### src/rtl/assert_macros.svh
// ----------------------------------------------------------------------------
// assertion macros
// implication checks on the rising edge of a named clock, off during reset
// ----------------------------------------------------------------------------
`ifndef ASSERT_MACROS_SVH
`define ASSERT_MACROS_SVH

// same-cycle implication
`define SPU_ASSERT_NOW(label, clk, rst_n, ante, cons, msg) \
    label: assert property (@(posedge clk) disable iff (!rst_n) (ante) |-> (cons)) \
        else $error(msg);

// next-cycle implication
`define SPU_ASSERT_NXT(label, clk, rst_n, ante, cons, msg) \
    label: assert property (@(posedge clk) disable iff (!rst_n) (ante) |=> (cons)) \
        else $error(msg);

`endif

### src/rtl/spu_pkg.sv
// ----------------------------------------------------------------------------
// spu_pkg
// shared types and constants of the starfield projection update unit
// ----------------------------------------------------------------------------
`default_nettype none
package spu_pkg;

    localparam int MAX_STARS_DEF = 4096;

    localparam int CFG_IDX_W  = 3;
    localparam int CFG_DATA_W = 13;
    localparam int IN_W       = 40;
    localparam int OUT_W      = 32;

    localparam int POS_W  = 19;
    localparam int Z_W    = 17;
    localparam int PIX_W  = 13;
    localparam int TINT_W = 2;
    localparam int NUM_W  = 28;
    localparam int DEN_W  = 16;
    localparam int Q_W    = NUM_W + 1;

    // register indexes
    localparam logic [CFG_IDX_W-1:0] CFG_SPEED         = 3'd0;
    localparam logic [CFG_IDX_W-1:0] CFG_STAR_COUNT    = 3'd1;
    localparam logic [CFG_IDX_W-1:0] CFG_SCREEN_LEFT   = 3'd2;
    localparam logic [CFG_IDX_W-1:0] CFG_SCREEN_RIGHT  = 3'd3;
    localparam logic [CFG_IDX_W-1:0] CFG_SCREEN_BOTTOM = 3'd4;
    localparam logic [CFG_IDX_W-1:0] CFG_SCREEN_TOP    = 3'd5;

    // tint codes
    localparam logic [TINT_W-1:0] TINT_WHITE = 2'd0;
    localparam logic [TINT_W-1:0] TINT_CYAN  = 2'd1;
    localparam logic [TINT_W-1:0] TINT_RED   = 2'd2;

    localparam logic [15:0] CREDIT_STEP = 16'd3;
    localparam logic [15:0] CREDIT_MAX  = 16'hFFFF;
    localparam int          EYE_SHIFT   = 9;
    localparam logic signed [29:0] FAR_DEPTH = 30'sd45000;
    localparam logic signed [Z_W-1:0] SPAWN_DEPTH = 17'sd45512;
    localparam logic signed [Z_W-1:0] Z_EMPTY     = -17'sd1;
    localparam logic signed [PIX_W-1:0] PIX_NONE  = -13'sd1;

    typedef struct packed {
        logic signed [POS_W-1:0]  px;
        logic signed [POS_W-1:0]  py;
        logic signed [Z_W-1:0]    z;
        logic        [TINT_W-1:0] tint;
        logic signed [PIX_W-1:0]  opx;
        logic signed [PIX_W-1:0]  opy;
    } t_star;

    localparam int STAR_W = $bits(t_star);

endpackage
`default_nettype wire

### src/rtl/spu_div.sv
// ----------------------------------------------------------------------------
// spu_div
// bit-serial restoring divider, one quotient bit per cycle
// ----------------------------------------------------------------------------
`default_nettype none
module spu_div (
    input  wire logic                      i_clk,
    input  wire logic                      i_rst_n,
    input  wire logic                      i_start,
    input  wire logic [spu_pkg::NUM_W-1:0] i_num,
    input  wire logic [spu_pkg::DEN_W-1:0] i_den,
    output logic                           o_done,
    output logic      [spu_pkg::NUM_W-1:0] o_quot
);
    import spu_pkg::*;

    localparam int CNT_W = $clog2(NUM_W + 1);

    logic [NUM_W-1:0] r_q;
    logic [DEN_W-1:0] r_rem;
    logic [DEN_W-1:0] r_den;
    logic [CNT_W-1:0] r_cnt;
    logic             r_busy;
    logic             r_done;
    logic [DEN_W:0]   w_trial;
    logic             w_fit;

    // shift the next dividend bit into the partial remainder
    assign w_trial = {r_rem, r_q[NUM_W-1]};
    assign w_fit   = w_trial >= {1'b0, r_den};

    always_ff @(posedge i_clk) begin
        if (!i_rst_n) begin
            r_busy <= 1'b0;
            r_done <= 1'b0;
            r_cnt  <= '0;
        end else begin
            r_done <= 1'b0;
            if (i_start) begin
                r_busy <= 1'b1;
                r_cnt  <= CNT_W'(NUM_W);
            end else if (r_busy) begin
                r_cnt <= r_cnt - 1'b1;
                if (r_cnt == CNT_W'(1)) begin
                    r_busy <= 1'b0;
                    r_done <= 1'b1;
                end
            end
        end
    end

    always_ff @(posedge i_clk) begin
        if (i_start) begin
            r_q   <= i_num;
            r_rem <= '0;
            r_den <= i_den;
        end else if (r_busy) begin
            r_q   <= {r_q[NUM_W-2:0], w_fit};
            r_rem <= w_fit ? DEN_W'(w_trial - {1'b0, r_den}) : w_trial[DEN_W-1:0];
        end
    end

    assign o_done = r_done;
    assign o_quot = r_q;
endmodule
`default_nettype wire

### config.mk
export PLATFORM = sky130hd
export DESIGN_NAME = spu_div
export DESIGN_NICKNAME = d
export VERILOG_FILES = /design/src/rtl/assert_macros.svh /design/src/rtl/spu_pkg.sv /design/src/rtl/spu_div.sv
export SDC_FILE = /design/constraint.sdc
export NUM_CORES = 1
export LEC_CHECK = 0
export ABC_AREA = 0
export BUFFER_PORTS_ARGS = -buffer_cell sky130_fd_sc_hd__buf_4
export CAP_MARGIN = 20
export CELL_PAD_IN_SITES_DETAIL_PLACEMENT = 1
export CELL_PAD_IN_SITES_GLOBAL_PLACEMENT = 1
export CORE_UTILIZATION = 43
export DETAILED_ROUTE_END_ITERATION = 7
export GPL_TIMING_DRIVEN = 0
export HOLD_SLACK_MARGIN = 0.06
export MAX_ROUTING_LAYER = met4
export PLACE_DENSITY_LB_ADDON = 0.1
export SYNTH_ARGS = -nofsm -noshare
export SYNTH_HDL_FRONTEND = slang
export SYNTH_SLANG_ARGS = --single-unit
### constraint.sdc
create_clock -name i_clk -period 2.4 [get_ports i_clk]
set_input_delay 0.24 -clock i_clk [delete_from_list [all_inputs] [get_ports i_clk]]
set_output_delay 0.24 -clock i_clk [all_outputs]
set_load 0.01 [all_outputs]
==> flow_summary_export.csv <==
group,metric,value,unit
global_route,grtUsageMet3,0.0468,
timing,finalMaxSlewViolations,0,
route,via_per_inst,5.39,
worst_setup_path,path_delay_family,"compound AO/OA/AOI/OAI gates",
cts,cts_tree,"done",
place,dp_cells,490,
place,gp_congestion,0.834,
finish,utilization,0.614,
timing,timing.hold.ws,0.0738,ns
global_route,track_usage,0.219,
finish,layout-drive-gt1-share,0.381,
place,place_hpwl,6310,µm
global_route,overflow,0,
worst_setup_path,worst-r2r-cell-count,11,
finish,insertedDiodeCount,0,
synthesis,ys_warn_count,0,
worst_setup_path,timing.rr.start,"r_den[9]",
cts,insertion_delay,0.34,ns
global_route,grt_pass1_wl,14000,µm
timing,min_period_over_period,0.982,
timing,worst_slew_pin_slew,0.665,ns
cts,clock_path_buffers,2,
synthesis,synth_top_area_share,0.377,
cts,cts_made_buffers,9,
timing,post-route-min-period,2.36,ns
die,coreArea,7810,µm²
timing,hold_violations,0,
cts,cts.sinks,67,
synthesis,seq_area_frac_synth,0.508,
synthesis,syn_area_per_cell,11.2,µm²
worst_setup_path,crit_start,"r_den[9]",
synthesis,synth_fp_nets,379,
global_route,top_usage_layer,"met2",
worst_setup_path,critPathSlowestCell,"edfxtp_1",
route,drt_iter0_drc,109,
route,first_pass_iters,4,
timing,maxSlewHeadroom,0.557,
route,routedWlPerCell,18.0,µm
worst_setup_path,timing.rr.end,"r_rem[7]",
outcome,status,"finished clean",
die,ios,76,
die,dieArea,8520,µm²
worst_setup_path,crit_end,"r_rem[7]",
global_route,grt_start_max_net_pins,29,
cts,cts_max_level,3,
worst_setup_path,worstPathMaxFanout,8,
synthesis,syn_inst,313,
synthesis,ys_seq_elements,67,
cts,cts_root_buf,"clkbuf_8",
route,finalWirelength,9590,µm
worst_hold_path,hold_class,"in2reg",
worst_setup_path,cp-end-kind,"flip-flop",
die,start_util,0.449,
place,portBuffers,75,
power,fin_total_pwr,0.00280,W
worst_hold_path,holdCritStartpoint,"i_den[5]",
finish,layout.nets,491,
finish,syn_to_final_growth,36.6,%
power,leakage,1.95,nW
worst_setup_path,cp_num_cells,11,
timing,finalSetupViolCount,0,
synthesis,ys.flop_type,"edfxtp_1",
timing,max_freq,424,MHz
worst_setup_path,path_buf_inv,3,
worst_setup_path,required,2.65,ns
synthesis,synthesis.area,3510,µm²
finish,fin_cells,532,
worst_setup_path,cp.arrival,2.60,ns
global_route,met1_usage,0.284,
worst_setup_path,path_class,"reg2reg",
synthesis,yosys.area.top_type,"edfxtp_1",
route,ant_nets,0,
die,rows,32,
run,drv_cap,0,
global_route,grt_pass1_vias,2895,
synthesis,synthArstFlopShare,0,
worst_setup_path,crit_path_cell_trace,"inv_2 > ha_4 > buf_6 > and3_4 > and2_4 > a211o_1 > a31oi_4 > a21o_4 > buf_8 > nand2_4 > a311oi_2",
timing,fin_skew,0.0125,ns
synthesis,synthTopCellsByArea,"edfxtp_1 38%, dfxtp_1 13%, mux2_2 8.7%",
synthesis,synth_edf_count,44,
synthesis,synth_cell_types,50,
worst_setup_path,reg2reg_slack,0.04,ns
power,vdd_drop_max,0.306,mV
worst_setup_path,cp-start-kind,"flip-flop",
timing,rsz0062_at_grt,"yes",
finish,fillers,840,
global_route,grt_use_met2,0.344,
route,vias,2868,
cts,path_clk_slew,0.07,ns
route,drc,0,
global_route,antenna_found_initial,0,
die,dieWidth,92.3,µm
power,power.density,585,nW/µm²
worst_setup_path,slowest_delay,0.38,ns
die,die_h,92.3,µm
-- how the worst min path moves through the flow --
stage                     cells past startpoint  slack, ns        end
after floorplan                               0       0.34   r_den[0]
after global placement                        1       0.42  r_den[11]
after detailed placement                      1       0.42  r_den[15]
after CTS                                     1       0.06   r_den[6]
after global routing                          1       0.06   r_den[3]
final                                         1       0.07   r_den[5]
-- layout make-up --
| type | count | area [µm²] | area share |
|---|---|---|---|
| clock inverters | 7 | 45.0 | 0.00940 |
| clock buffers | 9 | 124 | 0.0258 |
| multi-input cells | 211 | 1730 | 0.360 |
| repair buffers | 101 | 828 | 0.173 |
| flip-flops and latches | 67 | 1780 | 0.372 |
| well taps | 102 | 128 | 0.0266 |
| plain buffers | 12 | 72.6 | 0.0151 |
| inverters | 23 | 86.3 | 0.0180 |
-- cell usage in the layout, fill, tap and decap left out, drive strengths merged, types with 7 or more instances in the layout --
| cell | count |
|---|---|
| xnor2 | 9 |
| mux2 | 27 |
| ha | 18 |
| edfxtp | 44 |
| o21ai | 14 |
| clkbuf | 15 |
| a21oi | 18 |
| nand3 | 13 |
| inv | 23 |
| dlygate4sd3 | 13 |
| nor2 | 20 |
| buf | 94 |
| xor2 | 7 |
| nand2 | 26 |
| dfxtp | 23 |
-- power breakdown --
part           switching, W  internal (W)
Combinational      0.000276      0.000306
Sequential        0.0000558       0.00133
Clock              0.000463      0.000369
-- Yosys cell counts, types with 3 or more instances --
cell type and number:
a21o_1 3, a21oi_1 17, a311oi_2 3, a32oi_1 5, buf_1 3, clkbuf_1 5, dfxtp_1 23, edfxtp_1 44
ha_1 18, inv_1 23, mux2_2 27, nand2_1 23, nand2_2 3, nand3_1 13, nor2_1 20, nor2b_1 5
nor3_1 3, o21a_1 4, o21ai_0 9, o21ai_1 5, o311ai_1 5, xnor2_1 9, xor2_1 7
-- kinds of logic (layout without fill, tap and decap cells) --
kind of cell    count (synthesis)  after routing  synth area share
buf+inv                        35            152            0.0424
xor+xnor                       16             16            0.0399
fa+ha+maj                      19             19            0.0699
flops                          67             67             0.508
mux                            29             29            0.0924
simple gates                   79             79             0.111
compound gates                 68             68             0.137
-- state kept, by name (all words and copies together) (netlist names) --
signal and cells:
r_rem 16, r_den 16, o_quot 28, r_busy 1
r_cnt 5, o_done 1
-- what timing repair did --
action,in CTS,in global routing
pin swaps,0,9
buffers inserted,0,11
hold buffers,11,2
gates resized for setup,5,25
endpoints found under the hold margin,11,2
endpoints found under the setup margin,8,17
cloned,0,1
-- per-stage QoR --
step | instance area [µm²] | TNS (ns) | setup slack [ns]
after floorplan | 3510 | 0 | 0.263
after global placement | 4200 | -0.0579 | -0.0269
after detailed placement | 4200 | -0.295 | -0.0840
after CTS | 4500 | 0 | 0.0145
after global routing | 4790 | -0.116 | -0.0571
final | 4790 | 0 | 0.0436
-- per-layer routing --
| layer | vias to the layer above | part of all wire |
|---|---|---|
| met2 | 78 | 0.51 |
| met3 | 10 | 0.039 |
| met4 | 0 | 0.010 |
| li1 | 1372 | - |
| met1 | 1408 | 0.44 |
| met5 | - | 0 |
(Power assumes the default switching activity.)
