[src/rtl/assert_macros.svh]
// ----------------------------------------------------------------------------
// assertion macros
// implication checks on the rising edge of a named clock, off during reset
// ----------------------------------------------------------------------------
`ifndef ASSERT_MACROS_SVH
`define ASSERT_MACROS_SVH

// same-cycle implication
`define SPU_ASSERT_NOW(label, clk, rst_n, ante, cons, msg) \
    label: assert property (@(posedge clk) disable iff (!rst_n) (ante) |-> (cons)) \
        else $error(msg);

// next-cycle implication
`define SPU_ASSERT_NXT(label, clk, rst_n, ante, cons, msg) \
    label: assert property (@(posedge clk) disable iff (!rst_n) (ante) |=> (cons)) \
        else $error(msg);

`endif

[src/rtl/spu_ram.sv]
// ----------------------------------------------------------------------------
// spu_ram
// simple dual-port ram, one write and one registered read port
// ----------------------------------------------------------------------------
`default_nettype none
module spu_ram #(
    parameter int WIDTH = 8,
    parameter int DEPTH = 16
) (
    input  wire logic                     i_clk,
    input  wire logic                     i_we,
    input  wire logic [$clog2(DEPTH)-1:0] i_waddr,
    input  wire logic [WIDTH-1:0]         i_wdata,
    input  wire logic                     i_re,
    input  wire logic [$clog2(DEPTH)-1:0] i_raddr,
    output logic      [WIDTH-1:0]         o_rdata
);
    logic [WIDTH-1:0] r_mem [DEPTH];

    always_ff @(posedge i_clk) begin
        if (i_we) begin
            r_mem[i_waddr] <= i_wdata;
        end
        if (i_re) begin
            o_rdata <= r_mem[i_raddr];
        end
    end
endmodule
`default_nettype wire

[config.mk]
export PLATFORM = sky130hd
export DESIGN_NAME = spu_ram
export DESIGN_NICKNAME = d
export VERILOG_FILES = /design/src/rtl/assert_macros.svh /design/src/rtl/spu_ram.sv
export SDC_FILE = /design/constraint.sdc
export NUM_CORES = 1
export LEC_CHECK = 0
export ABC_AREA = 0
export BUFFER_PORTS_ARGS = -buffer_cell sky130_fd_sc_hd__buf_2
export CAP_MARGIN = 20
export CORE_MARGIN = 2
export CORE_UTILIZATION = 45
export CTS_BUF_LIST = sky130_fd_sc_hd__clkbuf_8
export DETAILED_ROUTE_END_ITERATION = 10
export GPL_ROUTABILITY_DRIVEN = 0
export HOLD_SLACK_MARGIN = 0.03
export PLACE_DENSITY = 0.73
export SYNTH_ARGS = -nofsm -noshare
export SYNTH_HDL_FRONTEND = slang
export SYNTH_SLANG_ARGS = --single-unit
[constraint.sdc]
create_clock -name i_clk -period 4.6 [get_ports i_clk]
set_clock_uncertainty 0.15 [all_clocks]
set_input_delay 0.69 -clock i_clk [delete_from_list [all_inputs] [get_ports i_clk]]
set_output_delay 0.69 -clock i_clk [all_outputs]
set_load 0.1 [all_outputs]
==> results of run 1 <==
## power by group through the flow
stage / combinational (mW) / clock (mW) / sequential [mW]
2_1_floorplan: 0.0705 / 0 / 1.47
3_3_place_gp: 0.160 / 0 / 1.43
3_5_place_dp: 0.163 / 0 / 1.43
4_1_cts: 0.163 / 1.08 / 1.40
5_1_grt: 0.172 / 1.12 / 1.40
6_report: 0.160 / 1.06 / 1.40
## final timing paths
kind | start | to | cells after the start
max | i_raddr[0] | o_rdata[2] | 4
min | i_re | o_rdata[3] | 1
max reg2reg | r_mem[9][2] | o_rdata[2] | 3
min reg2reg | r_mem[8][5] | o_rdata[5] | 3
## through the flow
stage / std cells / power, mW / setup slack, ps
finish: 424 / 2.63 / 2160
global route: 424 / 2.70 / 2050
CTS: 424 / 2.64 / 2110
detailed placement: 392 / 1.59 / 1650
global placement: 392 / 1.59 / 1680
floorplan: 229 / 1.54 / 2270
## cells in the mapped netlist, drive strengths merged
| library cell | n |
|---|---|
| edfxtp | 136 |
| mux4 | 32 |
| a22oi | 16 |
| nor2 | 13 |
| nand2 | 9 |
| buf | 7 |
| nor3 | 4 |
| clkdlybuf4s25 | 3 |
| nand2b | 2 |
| nand3b | 2 |
| and2 | 1 |
| and2b | 1 |
| nand3 | 1 |
| nor2b | 1 |
| or3b | 1 |
## sequential cells by signal, indices dropped and copies added (netlist names)
signal and count:
r_mem 128, o_rdata 8
## per-layer routing
| metal | routed length (um) | global-route usage | vias to the layer above |
|---|---|---|---|
| li1 | - | - | 1054 |
| met5 | 0 | 0 | - |
| met2 | 4880 | 0.248 | 87 |
| met1 | 3820 | 0.216 | 1225 |
| met4 | 106 | 0.0650 | 0 |
| met3 | 597 | 0.0495 | 8 |
## critical path, cell delays in order
cell and delay, ps:
buf_2 740, mux4_1 650, a22oi_1 250, nand2_1 110
## cells by family after synthesis
group                  Yosys count  synth area share
AO/OA/AOI/OAI                   16            0.0230
buffers and inverters           10            0.0165
AND/OR/NAND/NOR                 35            0.0314
flip-flops                     136             0.781
multiplexers                    32             0.148
## area by class of cell
class	instances	share of cell area
clock buffer	17	0.0395
tap	143	0.0302
sequential	136	0.689
multi-input combinational	83	0.178
timing repair buffer	30	0.0270
clock inverter	15	0.0355
==> key figures, run 1 <==
Floorplanning
  • Rows: 39
  • Core region area: 11,400 sq um
  • I/O pin count: 27
  • Die width: 112 um
  • Die Height: 112 um
  • Initial Utilization: 0.460
  • Die area: 12,500 sq um

Power
  • Pwr per Cell Area: 443 nW/um^2
  • Switching portion of total power: 0.207
  • Clk pwr share: 0.405
  • Net Sw Power: 0.545 mW
  • VDD IR max: 177 uV
  • Combinational power share: 0.061
  • Internal power: 2.08 mW
  • Seq pwr share: 0.534
  • Lkg Pwr: 1.96 nW

Route
  • Initial DRC count: 294
  • Final ANT Viol Nets: 0
  • Drt first pass iters: 4
  • Wire per inst: 22.2 um
  • DR vias: 2,374
  • Avg Vias per Cell: 5.60
  • DRC viols: 0
  • WL final: 9400 um

Setup path
  • R2r setup slk: 2920 ps
  • Setup crit end kind: register
  • Startpoint Class: input port
  • WS Path Type: in -> reg
  • Crit Path Max Fanout: 32
  • Critical path required time: 4620 ps
  • Arr. time, crit path: 2460 ps

Cells and area
  • Area Growth Syn to Fin: 13.3%
  • Commonest non-fill, non-tap cells in the layout: edfxtp_1, buf_2, mux4_2, clkbuf_8, a22oi_1
  • Share of layout cells above drive strength 1: 0.281
  • Final instance area: 5920 sq um
  • Fillers: 859
  • # diodes: 0
  • Most common cell after layout, fill and taps aside: edfxtp_1
  • Fin util: 0.521
  • Multi-input gate area: 1060 sq um
  • Final nets: 287
  • Register area: 4080 sq um

Placed design
  • Post-Place Cell Area: 5480 sq um
  • Number of port buffers: 26
  • Dpl hpwl: 6110 um

Flow run
  • Max Cap Viol: 0

Timing
  • Setup TNS: 0 ps
  • Period utilization: 0.530
  • Worst Tran Pin Value: 993 ps
  • Max Freq: 0.410 GHz
  • Final hold slack: 472 ps
  • Hold Fails Final Rpt: 0
  • Max-slew headroom: 0.338
  • Pins Over Slew Limit: 0
  • Final setup violation count: 0
  • RSZ-0062 raised after global routing: false
  • Fin crit period: 2440 ps

Clocking
  • Clock transition at the registers of the reported paths: 80 ps
  • Post-CTS Hold Buffers: 0
  • Clock sink count: 136
  • Number of buffers created by CTS: 17
  • Clk_lat worst skew: 430 ps
  • Root Driver: clkbuf_8
  • Clock Tree Buf Depth: 2
  • CTS resizes: 0
  • Postcts setup bufs: 0
  • CTS tree: yes
  • H-tree Lvls: 4

Logic synthesis
  • Net Count, Synth: 248
  • Sequential share of the synthesized area: 0.781
  • Largest cells by area after synthesis: edfxtp_1, mux4_2, mux4_1, a22oi_1, nor2_1
  • Yosys cell types: 18
  • Synth Register Bits: 136
  • Post-Syn Area: 5230 sq um
  • Yosys Warn Count: 0
  • Syn Inst Count: 229
  • Mapped Avg Cell Area: 22.8 sq um
  • Area fraction of the dominant cell type after synthesis: 0.781
  • Post-synth top area cell: edfxtp_1

GRT
  • GRT Overall Usage: 0.160
  • Initial antenna violation count: 0
  • Largest net degree at the start of global routing: 33
  • Vias in the first global route: 2,430
  • Grt ovf: 0
  • First-pass GRT wire length: 14,200 um

Status
  • Status: finished clean

Worst hold path
  • Worst hold path type: in -> reg
(Power assumes the default switching activity.)
==> run 2: changes to the inputs <==
Clock period 4.6 ns to 2.5 ns, I/O delays scaled along.
==> run 2 against run 1 <==
Against the previous run:
- non-clock buffer count grew 17
- design area is 2.0% higher
- first-iteration DRC count down 18%
- critical path type is now reg -> out
- setup slack lost 1400 ps
- sequential power grew 84%
- total power up 81%
- highest routed layer unchanged
- critical endpoint is now o_rdata[6]
- critical path depth down 3
- sequential share of layout area is 1.3 points lower
==> key figures, run 2 (synthesis gave the netlist of run 1 again) <==
Timing
  • Hold Fails Final Rpt: 0 (unchanged)
  • Max Freq: 0.559 GHz
  • Setup TNS: 0 ps (unchanged)
  • Final setup violation count: 0 (unchanged)
  • Max-slew headroom: 0.559 (was 0.338)
  • RSZ-0062 raised after global routing: false (unchanged)
  • Period utilization: 0.716
  • Worst Tran Pin Value: 659 ps (was 993 ps)
  • Fin crit period: 1790 ps
  • Final setup margin: 711 ps (was 2160 ps)
  • Pins Over Slew Limit: 0 (unchanged)

Cells and area
  • Area Growth Syn to Fin: 15.6% (was 13.3%)
  • Most flops, register: r_mem (unchanged)
  • Commonest non-fill, non-tap cells in the layout: edfxtp_1, buf_2, buf_4, mux4_2, clkbuf_8 (was edfxtp_1, buf_2, mux4_2, clkbuf_8, a22oi_1)
  • Most common cell after layout, fill and taps aside: edfxtp_1 (unchanged)
  • Share of layout cells above drive strength 1: 0.315 (was 0.281)
  • # diodes: 0 (unchanged)
  • Max reg flops: 128 (unchanged)
  • Regs by FF count: r_mem: 128 flops, o_rdata: 8 flops (unchanged)
  • Final instance area: 6040 sq um (was 5920 sq um)
  • Final nets: 304 (was 287)

Power
  • Net Sw Power: 1.01 mW (was 0.545 mW)
  • Combinational power share: 0.066 (was 0.061)
  • VDD IR max: 391 uV (was 177 uV)
  • Internal power: 3.74 mW (was 2.08 mW)
  • Pwr per Cell Area: 785 nW/um^2 (was 443 nW/um^2)
  • Lkg Pwr: 2.03 nW (was 1.96 nW)
  • Switching portion of total power: 0.212 (was 0.207)
  • Clk pwr share: 0.390 (was 0.405)
  • Final Power: 4.74 mW (was 2.63 mW)
  • Seq pwr share: 0.544 (was 0.534)

Status
  • Status: finished clean (unchanged)

Clocking
  • Clock sink count: 136 (unchanged)
  • Clock Tree Buf Depth: 2 (unchanged)
  • Root Driver: clkbuf_8 (unchanged)
  • H-tree Lvls: 4 (unchanged)
  • Number of buffers created by CTS: 17 (unchanged)
  • Postcts setup bufs: 0 (unchanged)
  • Clk_lat worst skew: 420 ps (was 430 ps)
  • CTS resizes: 0 (unchanged)
  • Post-CTS Hold Buffers: 0 (unchanged)
  • CTS tree: yes (unchanged)
  • Clock transition at the registers of the reported paths: 70 ps (was 80 ps)

GRT
  • Largest net degree at the start of global routing: 22 (was 33)
  • Grt met2 use: 0.259 (was 0.248)
  • Initial antenna violation count: 0 (unchanged)
  • First-pass GRT wire length: 14,900 um (was 14,200 um)
  • GRT Overall Usage: 0.165 (was 0.160)
  • Met3 usage: 0.0479 (was 0.0495)
  • Met1 global-route usage: 0.227 (was 0.216)
  • Grt ovf: 0 (unchanged)
  • Vias in the first global route: 2,602 (was 2,430)
  • Gr busiest metal: met2 (unchanged)

Route
  • WL final: 9690 um (was 9400 um)
  • Final ANT Viol Nets: 0 (unchanged)
  • Avg Vias per Cell: 5.61 (was 5.60)
  • DRC viols: 0 (unchanged)
  • Wire per inst: 22.0 um (was 22.2 um)
  • DR vias: 2,472 (was 2,374)
  • Drt first pass iters: 5 (was 4)
  • Initial DRC count: 240 (was 294)

Setup path
  • Critical path required time: 1980 ps (was 4620 ps)
  • Crit Path Max Fanout: 1 (was 32)
  • Slowest cell delay on critical path: 450 ps (was 740 ps)
  • Startpoint Class: register (was input port)
  • Arr. time, crit path: 1260 ps (was 2460 ps)
  • Slowest CP cell: buf_2 (unchanged)
  • Critical path, cell by cell: buf_2 (was buf_2, mux4_1, a22oi_1, nand2_1)
  • WP buf/inv: 1 (unchanged)
  • CP delay by family, top: buffers and inverters (unchanged)
  • WS Path Type: reg -> out (was in -> reg)
  • R2R depth: 3 (unchanged)
  • Setup crit end kind: output port (was register)
  • WP depth: 1 (was 4)

Placed design
  • Pre-CTS setup slack: 409 ps (was 1650 ps)
  • Number of port buffers: 26 (unchanged)
  • Dpl hpwl: 6290 um (was 6110 um)
  • Post-Place Cell Area: 5620 sq um (was 5480 sq um)

Floorplanning
  • Die width: 112 um (unchanged)
  • Die Height: 112 um (unchanged)
  • Core region area: 11,400 sq um (unchanged)
  • Die area: 12,500 sq um (unchanged)
  • Initial Utilization: 0.460 (unchanged)
  • Rows: 39 (unchanged)
  • I/O pin count: 27 (unchanged)

Worst hold path
  • Hold path cells: 1 (unchanged)
  • Worst hold path type: in -> reg (unchanged)

Flow run
  • Max Cap Viol: 0 (unchanged)
run 2: metrics by stage:
step                hold slack [ps]  utilization  std cells
CTS                             155        0.531        441
floorplan                       324            -        229
finish                          165        0.531        441
detailed placement              592        0.494        409
global route                    143        0.531        441
global placement                587        0.494        409
run 2: area by class of cell:
cell class                 count  area (sq um)
fill                         848          5330
sequential                   136          4080
multi-input combinational     83          1060
timing repair buffer          47           300
clock buffer                  17           234
clock inverter                15           186
tap                          143           179
run 2: path summary, 6_finish.rpt:
check | start | endpoint | slack, ps
min | i_re | o_rdata[3] | 170
max reg2reg | r_mem[1][3] | o_rdata[3] | 880
min reg2reg | r_mem[14][6] | o_rdata[6] | 610
max | o_rdata[6] | o_rdata[6] | 710
run 2: per-layer routing:
layer  up-vias  routed length [um]
li1       1089                   -
met1      1284                4260
met2        90                4790
met3         9                 542
met4         0                 103
met5         -                   0
run 2: power by group through the flow:
stage | registers (mW) | logic, mW | clock network (mW)
after floorplan | 2.71 | 0.130 | 0
after global routing | 2.58 | 0.330 | 1.97
after CTS | 2.58 | 0.314 | 1.88
after detailed placement | 2.63 | 0.313 | 0
final | 2.58 | 0.311 | 1.85
after global placement | 2.63 | 0.307 | 0
==> run 3: changes to the inputs <==
Clock period 2.5 ns to 1.78 ns, I/O delays scaled along.
==> run 3 against run 2 <==
Against the previous run:
- via count rose by 0.20%
- final cell count increased by 1.4%
- worst hold slack worse by 99 ps
- critical path depth rose by 3
- global-route usage is essentially flat
- critical path type is now reg -> reg
- clock-buffer cell count is the same
- non-clock buffer count increased by 6
- utilization increased by 0.79 points
- sequential power rose by 40%
- highest routed layer unchanged
- clock power grew 38%
- flip-flop and latch count is the same
==> key figures, run 3 (synthesis gave the netlist of run 1 again) <==
Timing
  • Final setup violation count: 0 (unchanged)
  • Period utilization: 0.958
  • Max-slew headroom: 0.549 (was 0.559)
  • RSZ-0062 raised after global routing: false (unchanged)
  • Hold Fails Final Rpt: 0 (unchanged)
  • Max Freq: 0.586 GHz
  • Pins Over Slew Limit: 0 (unchanged)
  • Worst Tran Pin Value: 675 ps (was 659 ps)
  • Fin crit period: 1710 ps

Cells and area
  • Share of layout cells above drive strength 1: 0.342 (was 0.315)
  • Max reg flops: 128 (unchanged)
  • Area Growth Syn to Fin: 17.3% (was 15.6%)
  • Non-filler cells, final: 447 (was 441)
  • Commonest non-fill, non-tap cells in the layout: edfxtp_1, buf_2, buf_4, mux4_2, clkbuf_8 (unchanged)
  • Fin util: 0.539 (was 0.531)
  • Regs by FF count: r_mem: 128 flops, o_rdata: 8 flops (unchanged)
  • Final nets: 310 (was 304)
  • Final instance area: 6130 sq um (was 6040 sq um)
  • Most common cell after layout, fill and taps aside: edfxtp_1 (unchanged)
  • # diodes: 0 (unchanged)
  • Most flops, register: r_mem (unchanged)

Route
  • WL final: 9630 um (was 9690 um)
  • DR vias: 2,477 (was 2,472)
  • Uppermost layer routed: met4 (unchanged)
  • Avg Vias per Cell: 5.54 (was 5.61)
  • Routed length on met3: 612 um (was 542 um)
  • Final ANT Viol Nets: 0 (unchanged)
  • DRC viols: 0 (unchanged)
  • Drt first pass iters: 4 (was 5)
  • Initial DRC count: 217 (was 240)
  • Met1 wire length: 4080 um (was 4260 um)
  • Wire per inst: 21.5 um (was 22.0 um)
  • Wire length on met2: 4860 um (was 4790 um)

Clocking
  • Number of buffers created by CTS: 17 (unchanged)
  • CTS resizes: 0 (unchanged)
  • Postcts setup bufs: 0 (unchanged)
  • Root Driver: clkbuf_8 (unchanged)
  • Clock transition at the registers of the reported paths: 80 ps (was 70 ps)
  • Clk_lat worst skew: 420 ps (about the same)
  • Clock sink count: 136 (unchanged)
  • Clock Tree Buf Depth: 2 (unchanged)
  • H-tree Lvls: 4 (unchanged)
  • CTS tree: yes (unchanged)
  • Post-CTS Hold Buffers: 0 (unchanged)

GRT
  • First-pass GRT wire length: 14,600 um (was 14,900 um)
  • Vias in the first global route: 2,520 (was 2,602)
  • Grt ovf: 0 (unchanged)
  • Largest net degree at the start of global routing: 28 (was 22)
  • Initial antenna violation count: 0 (unchanged)
  • GRT Overall Usage: 0.165 (about the same)

Power
  • Lkg Pwr: 2.07 nW (was 2.03 nW)
  • Final Power: 6.63 mW (was 4.74 mW)
  • Pwr per Cell Area: 1080 nW/um^2 (was 785 nW/um^2)
  • VDD IR max: 631 uV (was 391 uV)

Placed design
  • Number of port buffers: 26 (unchanged)
  • DP Cell Count: 415 (was 409)
  • Dpl hpwl: 6140 um (was 6290 um)
  • Post-Place Cell Area: 5720 sq um (was 5620 sq um)

Floorplanning
  • Rows: 39 (unchanged)
  • Die Height: 112 um (unchanged)
  • Die area: 12,500 sq um (unchanged)
  • Initial Utilization: 0.460 (unchanged)
  • I/O pin count: 27 (unchanged)
  • Core region area: 11,400 sq um (unchanged)
  • Die width: 112 um (unchanged)

Setup path
  • Startpoint Class: register (unchanged)
  • WS Path Type: reg -> reg (was reg -> out)
  • Crit Path Max Fanout: 1 (unchanged)
  • Setup crit end kind: register (was output port)
  • Critical path required time: 1810 ps (was 1980 ps)
  • Arr. time, crit path: 1730 ps (was 1260 ps)

Status
  • Status: finished clean (unchanged)

Worst hold path
  • Worst hold path type: in -> reg (unchanged)

Flow run
  • Max Cap Viol: 0 (unchanged)
## run 3: cell types whose count changed in the layout (fill, tap and decap cells not counted)
cell / delta
buf_12: +4
buf_4: +2
bufinv_16: -1
clkinv_1: -2
clkinv_2: +1
inv_1: -1
inv_6: +3
nor3_1: -1
nor3_2: +1
## run 3: layout make-up
| cell class | instances | area, sq um |
|---|---|---|
| fill | 846 | 5240 |
| sequential | 136 | 4080 |
| multi-input combinational | 83 | 1060 |
| timing repair buffer | 53 | 395 |
| clock buffer | 17 | 234 |
| tap | 143 | 179 |
| clock inverter | 15 | 176 |
## run 3: critical path: stages, from the launching register on
cell and delay, ps:
edfxtp_1 360, mux4_2 470, a22oi_1 260, buf_4 170
nand2_1 50
## run 3: metrics by stage
| step | setup slack (ps) | hold WS, ps | TNS, ps |
|---|---|---|---|
| 4_1_cts | 60.9 | 39.6 | 0 |
| 3_5_place_dp | -248 | 498 | -1320 |
| 2_1_floorplan | 80.6 | 216 | 0 |
| 3_3_place_gp | -208 | 486 | -1260 |
| 6_report | 74.5 | 66.2 | 0 |
| 5_1_grt | 2.35 | 36.0 | 0 |
## run 3: layer usage
metal,vias to the layer above,track usage
li1,1103,-
met1,1276,0.223
met2,94,0.258
met3,4,0.0517
met4,0,0.0543
met5,-,0
## run 3: path summary, 6_finish.rpt
check | startpoint | end | slack, ps | cells past startpoint
worst max-delay path | r_mem[3][6] | o_rdata[6] | 70 | 4
worst min-delay path | i_re | o_rdata[5] | 70 | 1
worst max register to register | r_mem[3][6] | o_rdata[6] | 70 | 4
worst min register to register | r_mem[14][5] | o_rdata[5] | 600 | 3
## run 3: where the power goes
part	internal [mW]	switching, mW	leakage [nW]
Combinational	0.162	0.300	0.636
Sequential	3.60	0.0180	1.24
Clock	1.39	1.16	0.196
Total	5.15	1.48	2.07
